**config.mk**
```make
export PLATFORM = sky130hd
export DESIGN_NAME = load_cell_adc_reader
export DESIGN_NICKNAME = d
export VERILOG_FILES = /design/src/lcadc_pkg.sv /design/src/load_cell_adc_reader.sv /design/src/lcadc_csr.sv /design/src/lcadc_ctrl.sv /design/src/lcadc_dpath.sv
export SDC_FILE = /design/constraint.sdc
export NUM_CORES = 1
export LEC_CHECK = 0
export BUFFER_PORTS_ARGS = -buffer_cell sky130_fd_sc_hd__buf_2
export CAP_MARGIN = 25
export CORE_MARGIN = 5
export CORE_UTILIZATION = 63
export CTS_CLUSTER_SIZE = 28
export DETAILED_ROUTE_END_ITERATION = 12
export GPL_TIMING_DRIVEN = 0
export PLACE_DENSITY = 0.86
export SLEW_MARGIN = 0
export SYNTH_ARGS = -nofsm -noshare
export SYNTH_HDL_FRONTEND = slang
export SYNTH_SLANG_ARGS = --single-unit
```
**constraint.sdc**
```tcl
create_clock -name clock -period 10.6 [get_ports clock]
set_input_delay 0.53 -clock clock [delete_from_list [all_inputs] [get_ports clock]]
set_output_delay 0.53 -clock clock [all_outputs]
set_load 0.02 [all_outputs]
```
**src/lcadc_pkg.sv**
```systemverilog
// shared constants and controller/datapath interface types for the load cell reader
package lcadc_pkg;

   // default geometry of the converter word and the weight fraction
   localparam int DATA_BITS_DEFAULT     = 24;
   localparam int FRACTION_BITS_DEFAULT = 4;

   // divisor width and register reset values
   localparam int DEN_W             = 16;
   localparam int ZERO_OFFSET_RESET = 8671380;
   localparam int SCALE_RESET       = 396;

   // register port geometry
   localparam int CSR_DATA_W    = 32;
   localparam int CSR_ADDR_W    = 3;
   localparam int CSR_INDEX_LSB = 2;

   // register indexes
   typedef logic [0:0] csr_index_type;
   localparam csr_index_type REG_ZERO_OFFSET = 1'b0;
   localparam csr_index_type REG_SCALE       = 1'b1;

   // commands from the controller to the datapath
   typedef struct packed {
      logic load_tick;   // load a plain tick word into the output register
      logic clk_level;   // clock level of that tick word
      logic shift_en;    // shift the sampled data bit in
      logic shift_clr;   // clear the shift register at the start of a read
      logic diff_load;   // register raw code minus offset
      logic div_init;    // load divider with magnitude and divisor
      logic div_step;    // one restoring division step
      logic finish;      // load the completed sample word
   } cmd_type;

   // status from the datapath to the controller
   typedef struct packed {
      logic div_last;    // current division step is the last one
   } status_type;

endpackage

```
**src/load_cell_adc_reader.sv**
```systemverilog
// top level of the load cell converter reader
// Master side of a two-wire load cell converter link. Each input word is one
// bit-clock tick with the sampled data level; each output word gives the clock
// level to drive on that tick. After data goes low the block drives
// DATA_BITS+1 pulses, samples DATA_BITS bits MSB first on the low ticks, and on
// the tick that ends the read reports the raw code (top bit flipped) and the
// weight (raw - zero_offset) * 2^FRACTION_BITS / scale_divisor, truncated
// toward zero; a divisor of zero counts as one. A plain tick is loaded straight
// into the output register. The tick that ends a read passes through the offset
// subtract, the divider load, the restoring divider that retires one quotient
// bit per cycle, and the sign step; input is stalled meanwhile.
// A new word is taken in the same cycle the previous output word drains.
// Registers: zero_offset at byte 0, scale_divisor at byte 4.
module load_cell_adc_reader #(
   parameter int DATA_BITS     = lcadc_pkg::DATA_BITS_DEFAULT,
   parameter int FRACTION_BITS = lcadc_pkg::FRACTION_BITS_DEFAULT
) (
   input  logic                                    clock,
   input  logic                                    reset,
   // input channel
   input  logic                                    req_valid,
   output logic                                    req_stall,
   input  logic                                    req_data_line,
   // result channel
   output logic                                    rsp_valid,
   input  logic                                    rsp_stall,
   output logic                                    rsp_clock_line,
   output logic                                    rsp_sample_valid,
   output logic [DATA_BITS-1:0]                    rsp_raw_code,
   output logic signed [DATA_BITS+FRACTION_BITS:0] rsp_weight_q4,
   // register port
   input  logic                                    csr_psel,
   input  logic                                    csr_penable,
   input  logic                                    csr_pwrite,
   input  logic [lcadc_pkg::CSR_ADDR_W-1:0]        csr_paddr,
   input  logic [lcadc_pkg::CSR_DATA_W-1:0]        csr_pwdata,
   output logic [lcadc_pkg::CSR_DATA_W-1:0]        csr_prdata,
   output logic                                    csr_pready
);

   lcadc_pkg::cmd_type          cmd;
   lcadc_pkg::status_type       sts;
   logic [DATA_BITS-1:0]        zero_offset;
   logic [lcadc_pkg::DEN_W-1:0] scale_divisor;

   // configuration registers
   lcadc_csr #(
      .DATA_BITS (DATA_BITS)
   ) u_csr (
      .clock         (clock),
      .reset         (reset),
      .psel          (csr_psel),
      .penable       (csr_penable),
      .pwrite        (csr_pwrite),
      .paddr         (csr_paddr),
      .pwdata        (csr_pwdata),
      .prdata        (csr_prdata),
      .pready        (csr_pready),
      .zero_offset   (zero_offset),
      .scale_divisor (scale_divisor)
   );

   // control
   lcadc_ctrl #(
      .DATA_BITS (DATA_BITS)
   ) u_ctrl (
      .clock         (clock),
      .reset         (reset),
      .req_valid     (req_valid),
      .req_stall     (req_stall),
      .req_data_line (req_data_line),
      .rsp_valid     (rsp_valid),
      .rsp_stall     (rsp_stall),
      .cmd           (cmd),
      .sts           (sts)
   );

   // datapath
   lcadc_dpath #(
      .DATA_BITS     (DATA_BITS),
      .FRACTION_BITS (FRACTION_BITS)
   ) u_dpath (
      .clock            (clock),
      .reset            (reset),
      .cmd              (cmd),
      .sts              (sts),
      .data_line        (req_data_line),
      .zero_offset      (zero_offset),
      .scale_divisor    (scale_divisor),
      .out_clock_line   (rsp_clock_line),
      .out_sample_valid (rsp_sample_valid),
      .out_raw_code     (rsp_raw_code),
      .out_weight_q4    (rsp_weight_q4)
   );

endmodule

```
**src/lcadc_csr.sv**
```systemverilog
// register file for zero offset and scale divisor
module lcadc_csr #(
   parameter int DATA_BITS = lcadc_pkg::DATA_BITS_DEFAULT
) (
   input  logic                                clock,
   input  logic                                reset,
   input  logic                                psel,
   input  logic                                penable,
   input  logic                                pwrite,
   input  logic [lcadc_pkg::CSR_ADDR_W-1:0]    paddr,
   input  logic [lcadc_pkg::CSR_DATA_W-1:0]    pwdata,
   output logic [lcadc_pkg::CSR_DATA_W-1:0]    prdata,
   output logic                                pready,
   output logic [DATA_BITS-1:0]                zero_offset,
   output logic [lcadc_pkg::DEN_W-1:0]         scale_divisor
);

   logic [DATA_BITS-1:0]        zero_offset_ff, zero_offset_in;
   logic [lcadc_pkg::DEN_W-1:0] scale_ff, scale_in;
   lcadc_pkg::csr_index_type    index;
   logic                        wr_en;

   assign index  = paddr[lcadc_pkg::CSR_INDEX_LSB];
   assign wr_en  = psel & penable & pwrite;
   assign pready = 1'b1;

   // write decode
   always_comb begin
      zero_offset_in = zero_offset_ff;
      scale_in       = scale_ff;
      if (wr_en) begin
         case (index)
            lcadc_pkg::REG_ZERO_OFFSET: zero_offset_in = pwdata[DATA_BITS-1:0];
            lcadc_pkg::REG_SCALE:       scale_in       = pwdata[lcadc_pkg::DEN_W-1:0];
            default: ;
         endcase
      end
   end

   always_ff @(posedge clock) begin
      if (reset) begin
         zero_offset_ff <= DATA_BITS'(lcadc_pkg::ZERO_OFFSET_RESET);
         scale_ff       <= lcadc_pkg::DEN_W'(lcadc_pkg::SCALE_RESET);
      end else begin
         zero_offset_ff <= zero_offset_in;
         scale_ff       <= scale_in;
      end
   end

   // read mux
   always_comb begin
      case (index)
         lcadc_pkg::REG_ZERO_OFFSET: prdata = lcadc_pkg::CSR_DATA_W'(zero_offset_ff);
         lcadc_pkg::REG_SCALE:       prdata = lcadc_pkg::CSR_DATA_W'(scale_ff);
         default:                    prdata = '0;
      endcase
   end

   assign zero_offset   = zero_offset_ff;
   assign scale_divisor = scale_ff;

endmodule

```
**src/lcadc_ctrl.sv**
```systemverilog
// controller: link phase, pulse count, divide sequencing and output word valid
module lcadc_ctrl #(
   parameter int DATA_BITS = lcadc_pkg::DATA_BITS_DEFAULT
) (
   input  logic                    clock,
   input  logic                    reset,
   input  logic                    req_valid,
   output logic                    req_stall,
   input  logic                    req_data_line,
   output logic                    rsp_valid,
   input  logic                    rsp_stall,
   output lcadc_pkg::cmd_type      cmd,
   input  lcadc_pkg::status_type   sts
);

   localparam int PC_W = $clog2(DATA_BITS + 1);
   localparam logic [PC_W-1:0] LAST_PULSE = PC_W'(DATA_BITS);

   typedef enum logic [2:0] {
      PH_WAIT = 3'b001,
      PH_HIGH = 3'b010,
      PH_LOW  = 3'b100
   } phase_type;

   typedef enum logic [3:0] {
      SQ_IDLE = 4'b0001,
      SQ_ABS  = 4'b0010,
      SQ_DIV  = 4'b0100,
      SQ_SIGN = 4'b1000
   } seq_type;

   phase_type       phase_ff, phase_in;
   seq_type         seq_ff, seq_in;
   logic [PC_W-1:0] pc_ff, pc_in;
   logic            out_valid_ff, out_valid_in;
   logic            accept;

   // busy while dividing, or while the held word is stalled
   assign req_stall = (seq_ff != SQ_IDLE) | (out_valid_ff & rsp_stall);
   assign accept    = req_valid & ~req_stall;
   assign rsp_valid = out_valid_ff;

   // next state and commands
   always_comb begin
      phase_in     = phase_ff;
      seq_in       = seq_ff;
      pc_in        = pc_ff;
      out_valid_in = out_valid_ff & rsp_stall;
      cmd          = '0;
      case (seq_ff)
         SQ_IDLE: begin
            if (accept) begin
               case (phase_ff)
                  PH_HIGH: begin
                     cmd.load_tick = 1'b1;
                     cmd.clk_level = 1'b1;
                     out_valid_in  = 1'b1;
                     phase_in      = PH_LOW;
                  end
                  PH_LOW: begin
                     if (pc_ff == LAST_PULSE) begin
                        // gain pulse done: read completes
                        cmd.diff_load = 1'b1;
                        phase_in      = PH_WAIT;
                        pc_in         = '0;
                        seq_in        = SQ_ABS;
                     end else begin
                        cmd.shift_en  = 1'b1;
                        cmd.load_tick = 1'b1;
                        out_valid_in  = 1'b1;
                        pc_in         = pc_ff + 1'b1;
                        phase_in      = PH_HIGH;
                     end
                  end
                  default: begin
                     // waiting for the converter to pull data low
                     cmd.load_tick = 1'b1;
                     out_valid_in  = 1'b1;
                     phase_in      = PH_WAIT;
                     if (!req_data_line) begin
                        phase_in      = PH_HIGH;
                        pc_in         = '0;
                        cmd.shift_clr = 1'b1;
                     end
                  end
               endcase
            end
         end
         SQ_ABS: begin
            cmd.div_init = 1'b1;
            seq_in       = SQ_DIV;
         end
         SQ_DIV: begin
            cmd.div_step = 1'b1;
            if (sts.div_last) begin
               seq_in = SQ_SIGN;
            end
         end
         SQ_SIGN: begin
            cmd.finish   = 1'b1;
            out_valid_in = 1'b1;
            seq_in       = SQ_IDLE;
         end
         default: seq_in = SQ_IDLE;
      endcase
   end

   always_ff @(posedge clock) begin
      if (reset) begin
         phase_ff     <= PH_WAIT;
         seq_ff       <= SQ_IDLE;
         pc_ff        <= '0;
         out_valid_ff <= 1'b0;
      end else begin
         phase_ff     <= phase_in;
         seq_ff       <= seq_in;
         pc_ff        <= pc_in;
         out_valid_ff <= out_valid_in;
      end
   end

endmodule

```
**src/lcadc_dpath.sv**
```systemverilog
// datapath: shift register, offset subtract, restoring divider, output word register
module lcadc_dpath #(
   parameter int DATA_BITS     = lcadc_pkg::DATA_BITS_DEFAULT,
   parameter int FRACTION_BITS = lcadc_pkg::FRACTION_BITS_DEFAULT
) (
   input  logic                                       clock,
   input  logic                                       reset,
   input  lcadc_pkg::cmd_type                         cmd,
   output lcadc_pkg::status_type                      sts,
   input  logic                                       data_line,
   input  logic [DATA_BITS-1:0]                       zero_offset,
   input  logic [lcadc_pkg::DEN_W-1:0]                scale_divisor,
   output logic                                       out_clock_line,
   output logic                                       out_sample_valid,
   output logic [DATA_BITS-1:0]                       out_raw_code,
   output logic signed [DATA_BITS+FRACTION_BITS:0]    out_weight_q4
);

   localparam int NUM_W    = DATA_BITS + FRACTION_BITS;
   localparam int WEIGHT_W = NUM_W + 1;
   localparam int DEN_W    = lcadc_pkg::DEN_W;
   localparam int REM_W    = DEN_W + 1;
   localparam int CNT_W    = $clog2(NUM_W + 1);
   localparam logic [DATA_BITS-1:0] TOP_BIT = {1'b1, {(DATA_BITS-1){1'b0}}};

   logic [DATA_BITS-1:0] shift_ff, shift_in;
   logic [DATA_BITS:0]   diff_ff, diff_in;
   logic [DEN_W-1:0]     den_ff, den_in;
   logic [NUM_W-1:0]     quo_ff, quo_in;
   logic [REM_W-1:0]     rem_ff, rem_in;
   logic [CNT_W-1:0]     cnt_ff, cnt_in;
   logic                 clk_ff, clk_in;
   logic                 smp_ff, smp_in;
   logic [DATA_BITS-1:0] raw_ff, raw_in;
   logic [WEIGHT_W-1:0]  wgt_ff, wgt_in;

   logic [DATA_BITS-1:0] code;
   logic [DATA_BITS:0]   diff_neg;
   logic [DATA_BITS-1:0] mag;
   logic [REM_W-1:0]     rem_shift;
   logic [REM_W:0]       trial;
   logic [WEIGHT_W-1:0]  quo_ext;

   // offset-binary code: top bit flipped
   assign code     = shift_ff ^ TOP_BIT;
   assign diff_neg = -diff_ff;
   assign mag      = diff_ff[DATA_BITS] ? diff_neg[DATA_BITS-1:0] : diff_ff[DATA_BITS-1:0];

   // one restoring step: bring in next dividend bit, try subtract
   assign rem_shift = {rem_ff[REM_W-2:0], quo_ff[NUM_W-1]};
   assign trial     = {1'b0, rem_shift} - {2'b00, den_ff};
   assign quo_ext   = {1'b0, quo_ff};

   assign sts.div_last = (cnt_ff == CNT_W'(1));

   // next values
   always_comb begin
      shift_in = shift_ff;
      diff_in  = diff_ff;
      den_in   = den_ff;
      quo_in   = quo_ff;
      rem_in   = rem_ff;
      cnt_in   = cnt_ff;
      clk_in   = clk_ff;
      smp_in   = smp_ff;
      raw_in   = raw_ff;
      wgt_in   = wgt_ff;

      if (cmd.shift_clr) begin
         shift_in = '0;
      end else if (cmd.shift_en) begin
         shift_in = {shift_ff[DATA_BITS-2:0], data_line};
      end

      if (cmd.diff_load) begin
         diff_in = {1'b0, code} - {1'b0, zero_offset};
      end

      // divider load and steps
      if (cmd.div_init) begin
         quo_in = NUM_W'(mag) << FRACTION_BITS;
         rem_in = '0;
         den_in = (scale_divisor == '0) ? DEN_W'(1) : scale_divisor;
         cnt_in = CNT_W'(NUM_W);
      end else if (cmd.div_step) begin
         cnt_in = cnt_ff - 1'b1;
         if (!trial[REM_W]) begin
            rem_in = trial[REM_W-1:0];
            quo_in = {quo_ff[NUM_W-2:0], 1'b1};
         end else begin
            rem_in = rem_shift;
            quo_in = {quo_ff[NUM_W-2:0], 1'b0};
         end
      end

      // output word register
      if (cmd.load_tick) begin
         clk_in = cmd.clk_level;
         smp_in = 1'b0;
         raw_in = '0;
         wgt_in = '0;
      end else if (cmd.finish) begin
         clk_in = 1'b0;
         smp_in = 1'b1;
         raw_in = code;
         wgt_in = diff_ff[DATA_BITS] ? -quo_ext : quo_ext;
      end
   end

   always_ff @(posedge clock) begin
      if (reset) begin
         cnt_ff <= '0;
      end else begin
         cnt_ff <= cnt_in;
      end
   end

   always_ff @(posedge clock) begin
      shift_ff <= shift_in;
      diff_ff  <= diff_in;
      den_ff   <= den_in;
      quo_ff   <= quo_in;
      rem_ff   <= rem_in;
      clk_ff   <= clk_in;
      smp_ff   <= smp_in;
      raw_ff   <= raw_in;
      wgt_ff   <= wgt_in;
   end

   assign out_clock_line   = clk_ff;
   assign out_sample_valid = smp_ff;
   assign out_raw_code     = raw_ff;
   assign out_weight_q4    = $signed(wgt_ff);

endmodule

```
# Word-level counts from Yosys, hierarchy flattened
# Cells that the tools add are included.
[totals] input_bits=43 reg_bits=222 word_cells=96
[classes] n_eq_ne=14 add_sub_neg=6 mux=39 bitwise=9 reduce_logical=10
[ops] cell="32-bit one-hot mux with 2 select lines" count=1
[ops] cell="28-bit 2-to-1 mux" count=2
[ops] cell="5-bit 2-to-1 mux" count=6
[ops] cell="29-bit 2-to-1 mux" count=1
[ops] cell="28-bit negation with 29-bit output" count=1
[ops] cell="24-bit by 24-bit subtractor with 25-bit output" count=1
[ops] cell="24-bit 2-to-1 mux" count=1
[ops] cell="24-bit negation" count=1
[ops] cell="17-bit by 16-bit subtractor with 18-bit output" count=1
[ops] cell="1-bit 2-to-1 mux" count=17
[ops] cell="16-bit logical NOT" count=1
[ops] cell="16-bit 2-to-1 mux" count=1
[ops] cell="4-bit 2-to-1 mux" count=4
[ops] cell="4-bit one-hot mux with 3 select lines" count=1
[ops] cell="5-bit one-hot mux with 2 select lines" count=1
[ops] cell="4-bit AND reduction" count=2
[ops] cell="2-bit by 1-bit inequality test with 1-bit output, second input constant" count=3
[ops] cell="3-bit one-hot mux with 2 select lines" count=1
[ops] cell="2-bit AND reduction" count=3
[ops] cell="5-bit by 1-bit adder with 5-bit output, second input constant" count=1
[ops] cell="5-bit by 1-bit == test with 1-bit output, second input constant" count=1
[ops] cell="5-bit == test, second input constant" count=1
[ops] cell="5-bit by 1-bit subtractor with 5-bit output, second input constant" count=1
[ops] cell="1-bit bitwise AND" count=4
[ops] cell="other kinds (14)" count=21

# Longest topological paths before layout
[depth] depth_word=7 ltp_mapped=10

# By module
# Synthesis repeated with hierarchy kept, for this count alone.
[hier_totals] cells_unflattened=1294 area_unflattened_um2=12211.7
[modules_own_cells] mod="lcadc_dpath" area_per_inst_um2=9390.3 instances=1 cells_per_inst=996
[modules_own_cells] mod="lcadc_csr" area_per_inst_um2=2013.2 instances=1 cells_per_inst=202
[modules_own_cells] mod="lcadc_ctrl" area_per_inst_um2=808.3 instances=1 cells_per_inst=96

# Worst setup path after synthesis
# Ideal clock, no wire load.
[synth_path] path_kind="reg2reg" start="reg u_ctrl.seq_ff[3]" end="reg u_ctrl.seq_ff[0]" slack_ns=7.095 synth_period_minus_slack_ns=3.505 path_buffers=0 t_arrival_ns=3.390 path_stages_with_launch=6 cell_sequence="dfxtp_1 -> nor4b_1 -> nand3_1 -> nor3_1 -> o21bai_1 -> a21o_1"
[synth_via] elab_chain_cells=6 word_cells_on_any_way=13 classes_between="eq/ne (8); mux (1); bitwise (3); reduce/logical (1)"
[synth_rtl] item="start, declared" line="lcadc_ctrl.sv:33" source="seq_type seq_ff, seq_in;"
[synth_rtl] item="start signal, assigned" line="lcadc_ctrl.sv:116" source="seq_ff <= seq_in;"
[synth_rtl] item="4-bit by 1-bit inequality test with 1-bit output" line="lcadc_ctrl.sv:39" source="assign req_stall = (seq_ff != SQ_IDLE) | (out_valid_ff & rsp_stall);"
[synth_rtl] item="1-bit bitwise OR" line="lcadc_ctrl.sv:39"
[synth_rtl] item="1-bit inverter" line="lcadc_ctrl.sv:40" source="assign accept = req_valid & ~req_stall;"
[synth_rtl] item="1-bit bitwise AND" line="lcadc_ctrl.sv:40"
[synth_rtl] item="2-bit by 1-bit inequality test with 1-bit output (no line)"
[synth_rtl] item="4-bit AND reduction (no line)"
# Parallel ways exist; a longest one is shown, timed or not.
# A chain may end at the register's enable or synchronous reset.

# Worst setup path in the final report
[layout_path] start="reg u_dpath.den_ff[1]" end="reg u_dpath.rem_ff[11]"
[layout_via] elab_chain_cells=2
[layout_rtl] item="start, declared" line="lcadc_dpath.sv:28" source="logic [DEN_W-1:0] den_ff, den_in;"
[layout_rtl] item="start signal, assigned" line="lcadc_dpath.sv:121" source="den_ff <= den_in;"
[layout_rtl] item="17-bit by 16-bit subtractor with 18-bit output" line="lcadc_dpath.sv:51" source="assign trial = {1'b0, rem_shift} - {2'b00, den_ff};"
[layout_rtl] item="16-bit 2-to-1 mux" line="lcadc_dpath.sv:87" source="if (!trial[REM_W]) begin"
[layout_rtl] item="end signal, assigned" line="lcadc_dpath.sv:123" source="rem_ff <= rem_in;"
[layout_rtl] item="end, declared" line="lcadc_dpath.sv:30" source="logic [REM_W-1:0] rem_ff, rem_in;"
# No other way between the ends.

==> impl_metrics.env <==
export IMPL_outcome="finished, final reports clean"
export IMPL_pin_count=133
export IMPL_rsz0062_at_grt="no"
export IMPL_start_util=0.645
export IMPL_setup_viol=0
export IMPL_cts_tree="built"
export IMPL_yosysMostFrequentCell="nand2_1"
export IMPL_drive_gt1_frac=0.124
export IMPL_fin_hold_ws_ns=0.233
export IMPL_cts_setup_buffers=0
export IMPL_synth_compound_area_share=0.199
export IMPL_rows=48
export IMPL_cp_arrival_ns=3.54
export IMPL_gp_congestion=0.954
export IMPL_fin_ws_ns=7.41
export IMPL_netlist_instances=1270
export IMPL_num_antenna_cells=0
export IMPL_critPathRequiredTime_ns=10.95
export IMPL_synthMuxAreaShare=0.00278
export IMPL_dp_cells=1615
export IMPL_gr_usage_met3=0.0383
export IMPL_busiest_layer="met2"
export IMPL_root_buffer="clkbuf_16"
export IMPL_hold_viol=0
export IMPL_final_min_clock_period_ns=3.19
export IMPL_dp_hpwl_mm=21.3
export IMPL_clock_path_buffers=3
export IMPL_postRouteWirelength_mm=28.9
export IMPL_cts_resized=0
export IMPL_remaining_drc_errors=0
export IMPL_yosys_top_cells_count="nand2_1 (232), dfxtp_1 (156), a21oi_1 (103)"
export IMPL_fin_nets=1506
export IMPL_cp_max_fo=10
export IMPL_tightestPinTransition_ns=0.954
export IMPL_clk_latency_ns=0.51
export IMPL_synth_area_um2=11200
export IMPL_grt_first_pass_wirelength_mm=46.5
export IMPL_start_kind="register"
export IMPL_htree_levels=1
export IMPL_synth_area_leader_cell="dfxtp_1"
export IMPL_crit_type="register to register"
export IMPL_grt_overflow_total=0
export IMPL_cts_buffers=23
export IMPL_synth_area_leaders="dfxtp_1 (28%), edfxtp_1 (18%), nand2_1 (7.8%)"
export IMPL_synth_xor_area_share=0.0702
export IMPL_grt_util_all_layers=0.277
export IMPL_synth_simple_area_share=0.162
export IMPL_skew_ns=0.0138
export IMPL_leakage_nw=5.01
export IMPL_synth_top_family_by_area="compound AO/OA/AOI/OAI gates"
export IMPL_vias=9840
export IMPL_num_fill_cells=1297
export IMPL_ant_nets=0
export IMPL_cts_num_sinks=222
export IMPL_setup_tns_ns=0
export IMPL_synth_edf_count=66
export IMPL_synth_adder_area_share=0.0548
export IMPL_fp_dieArea_um2=20600
export IMPL_holdBufCountCts=0
export IMPL_core_um2=17400
export IMPL_syn2layout_area_growth_pct=13.9
export IMPL_synth_area_per_cell_um2=8.85
export IMPL_grt_pass1_vias=9315
export IMPL_grt_max_degree=26
export IMPL_synth_top_cell_area_share=0.278
export IMPL_utilization=0.735
export IMPL_synth_distinct_cells=75
export IMPL_avgRoutedWirePerCell_um=17.5
export IMPL_detail_route_iter0_violations=1112
export IMPL_dr_pass1_iters=5
export IMPL_final_period_utilization=0.301
export IMPL_cp_end_kind="register"
export IMPL_grtUsageMet2=0.449
export IMPL_async_flop_share=0
export IMPL_relSlewSlack=0.360
export IMPL_yosysWarnings=0
export IMPL_fmax_mhz=313
export IMPL_layoutNonFillerInstCount=1657
export IMPL_slew_violations=0
export IMPL_pre_cts_ws_ns=7.44
export IMPL_peakVddDrop_mv=0.128
export IMPL_maxCapViolCount=0
export IMPL_die_w_um=144
export IMPL_fp_dieH_um=144
export IMPL_ys_seq_area_frac=0.454
export IMPL_io_buffers=112
export IMPL_p_per_area_nw_per_um2=131
export IMPL_ys_ff_latch=222
export IMPL_grtUsageMet1=0.383
export IMPL_hold_class="input port to register"
export IMPL_grt_antenna_before_repair=0
export IMPL_ys_flop_type="dfxtp_1"
export IMPL_clk_pin_slew_worst_paths_ns=0.06
export IMPL_vias_per_cell=5.94
==> stage by stage <==
stage | cell area [µm²] | total power [mW]
after floorplan | 11300 | 0.943
after global placement | 12100 | 0.968
after detailed placement | 12100 | 0.969
after CTS | 12800 | 1.69
after global routing | 12800 | 1.73
final | 12800 | 1.68
==> critical path: stages, from the launching register on <==
cell	delay [ns]
edfxtp_1	0.41
inv_1	0.11
ha_1	0.23
nor2b_1	0.15
o31a_1	0.31
o31ai_1	0.49
a21oi_1	0.14
nor2_1	0.50
clkbuf_1	0.49
a221oi_1	0.20
==> state kept, by name (all words and copies together) (netlist names), 4 cells and up <==
| name | cells |
|---|---|
| u_dpath.out_weight_q4 | 29 |
| u_dpath.quo_ff | 28 |
| u_dpath.diff_ff | 25 |
| u_csr.zero_offset | 24 |
| u_dpath.out_raw_code | 24 |
| u_dpath.shift_ff | 24 |
| u_csr.scale_divisor | 16 |
| u_dpath.den_ff | 16 |
| u_dpath.rem_ff | 16 |
| u_ctrl.pc_ff | 5 |
| u_dpath.cnt_ff | 5 |
| u_ctrl.seq_ff | 4 |
==> routing by layer <==
metal | vias up | share of wire
li1 | 4726 | -
met1 | 4541 | 0.42
met2 | 494 | 0.46
met3 | 79 | 0.080
met4 | 0 | 0.040
met5 | - | 0
==> cell families after synthesis <==
logic type,count (synthesis)
simple gates,400
compound gates,345
flops,222
buf+inv,160
xor+xnor,90
fa+ha+maj,48
mux,3
other cells,2
==> final cells by class <==
class / count / area, µm² / area share
Clock buffer: 34 / 628 / 0.0491
Timing Repair Buffer: 113 / 572 / 0.0447
Tap cell: 225 / 282 / 0.0220
Inverter: 78 / 293 / 0.0229
Sequential cell: 222 / 5100 / 0.399
Clock inverter: 8 / 42.5 / 0.00332
Buffer: 82 / 343 / 0.0268
Multi-Input combinational cell: 895 / 5530 / 0.432
==> where the power goes <==
group | switching, mW | internal, mW | total (mW)
combinational | 0.0502 | 0.0235 | 0.0737
sequential | 0.00405 | 0.875 | 0.880
clock | 0.319 | 0.410 | 0.729
total | 0.373 | 1.31 | 1.68
==> cells in the final DEF, fill, tap and decap left out, types with 5 or more instances in the layout <==
cell type / netlist / routed
o21a_1: 8 / 8
clkbuf_1: 68 / 77
a221o_1: 5 / 5
ha_1: 46 / 46
dfxtp_1: 156 / 156
a21o_1: 10 / 10
conb_1: 2 / 9
o21bai_1: 6 / 6
o21ai_0: 78 / 78
nor2b_1: 10 / 10
buf_2: 1 / 113
a21oi_1: 103 / 103
nand3b_1: 9 / 9
a211oi_1: 7 / 7
nor4_1: 6 / 6
clkbuf_16: 0 / 23
o211ai_1: 7 / 7
a211o_1: 7 / 7
a221oi_1: 10 / 10
nor3_1: 13 / 12
o41ai_1: 6 / 6
xnor2_1: 30 / 30
xor2_1: 60 / 60
buf_4: 9 / 9
a22o_1: 26 / 26
nor2_1: 65 / 65
o31ai_1: 16 / 16
o21ai_1: 22 / 22
edfxtp_1: 66 / 66
nand3_1: 11 / 11
or3_1: 8 / 8
nand2_1: 232 / 232
inv_1: 77 / 77
nand4_1: 11 / 11
==> worst paths after layout <==
path | startpoint | end | slack (ns) | depth (start not counted)
min | csr_pwdata[18] | u_csr.zero_offset[18]$_SDFFE_PP1P_ | 0.23 | 2
max reg2reg | u_dpath.den_ff[1]$_SDFFCE_PN0P_ | u_dpath.rem_ff[11]$_SDFFE_PP0N_ | 7.41 | 9
min reg2reg | u_dpath.out_weight_q4[22]$_SDFFE_PP0P_ | u_dpath.out_weight_q4[22]$_SDFFE_PP0P_ | 0.44 | 2
max | u_dpath.den_ff[1]$_SDFFCE_PN0P_ | u_dpath.rem_ff[11]$_SDFFE_PP0N_ | 7.41 | 9
(Power assumes the default switching activity.)
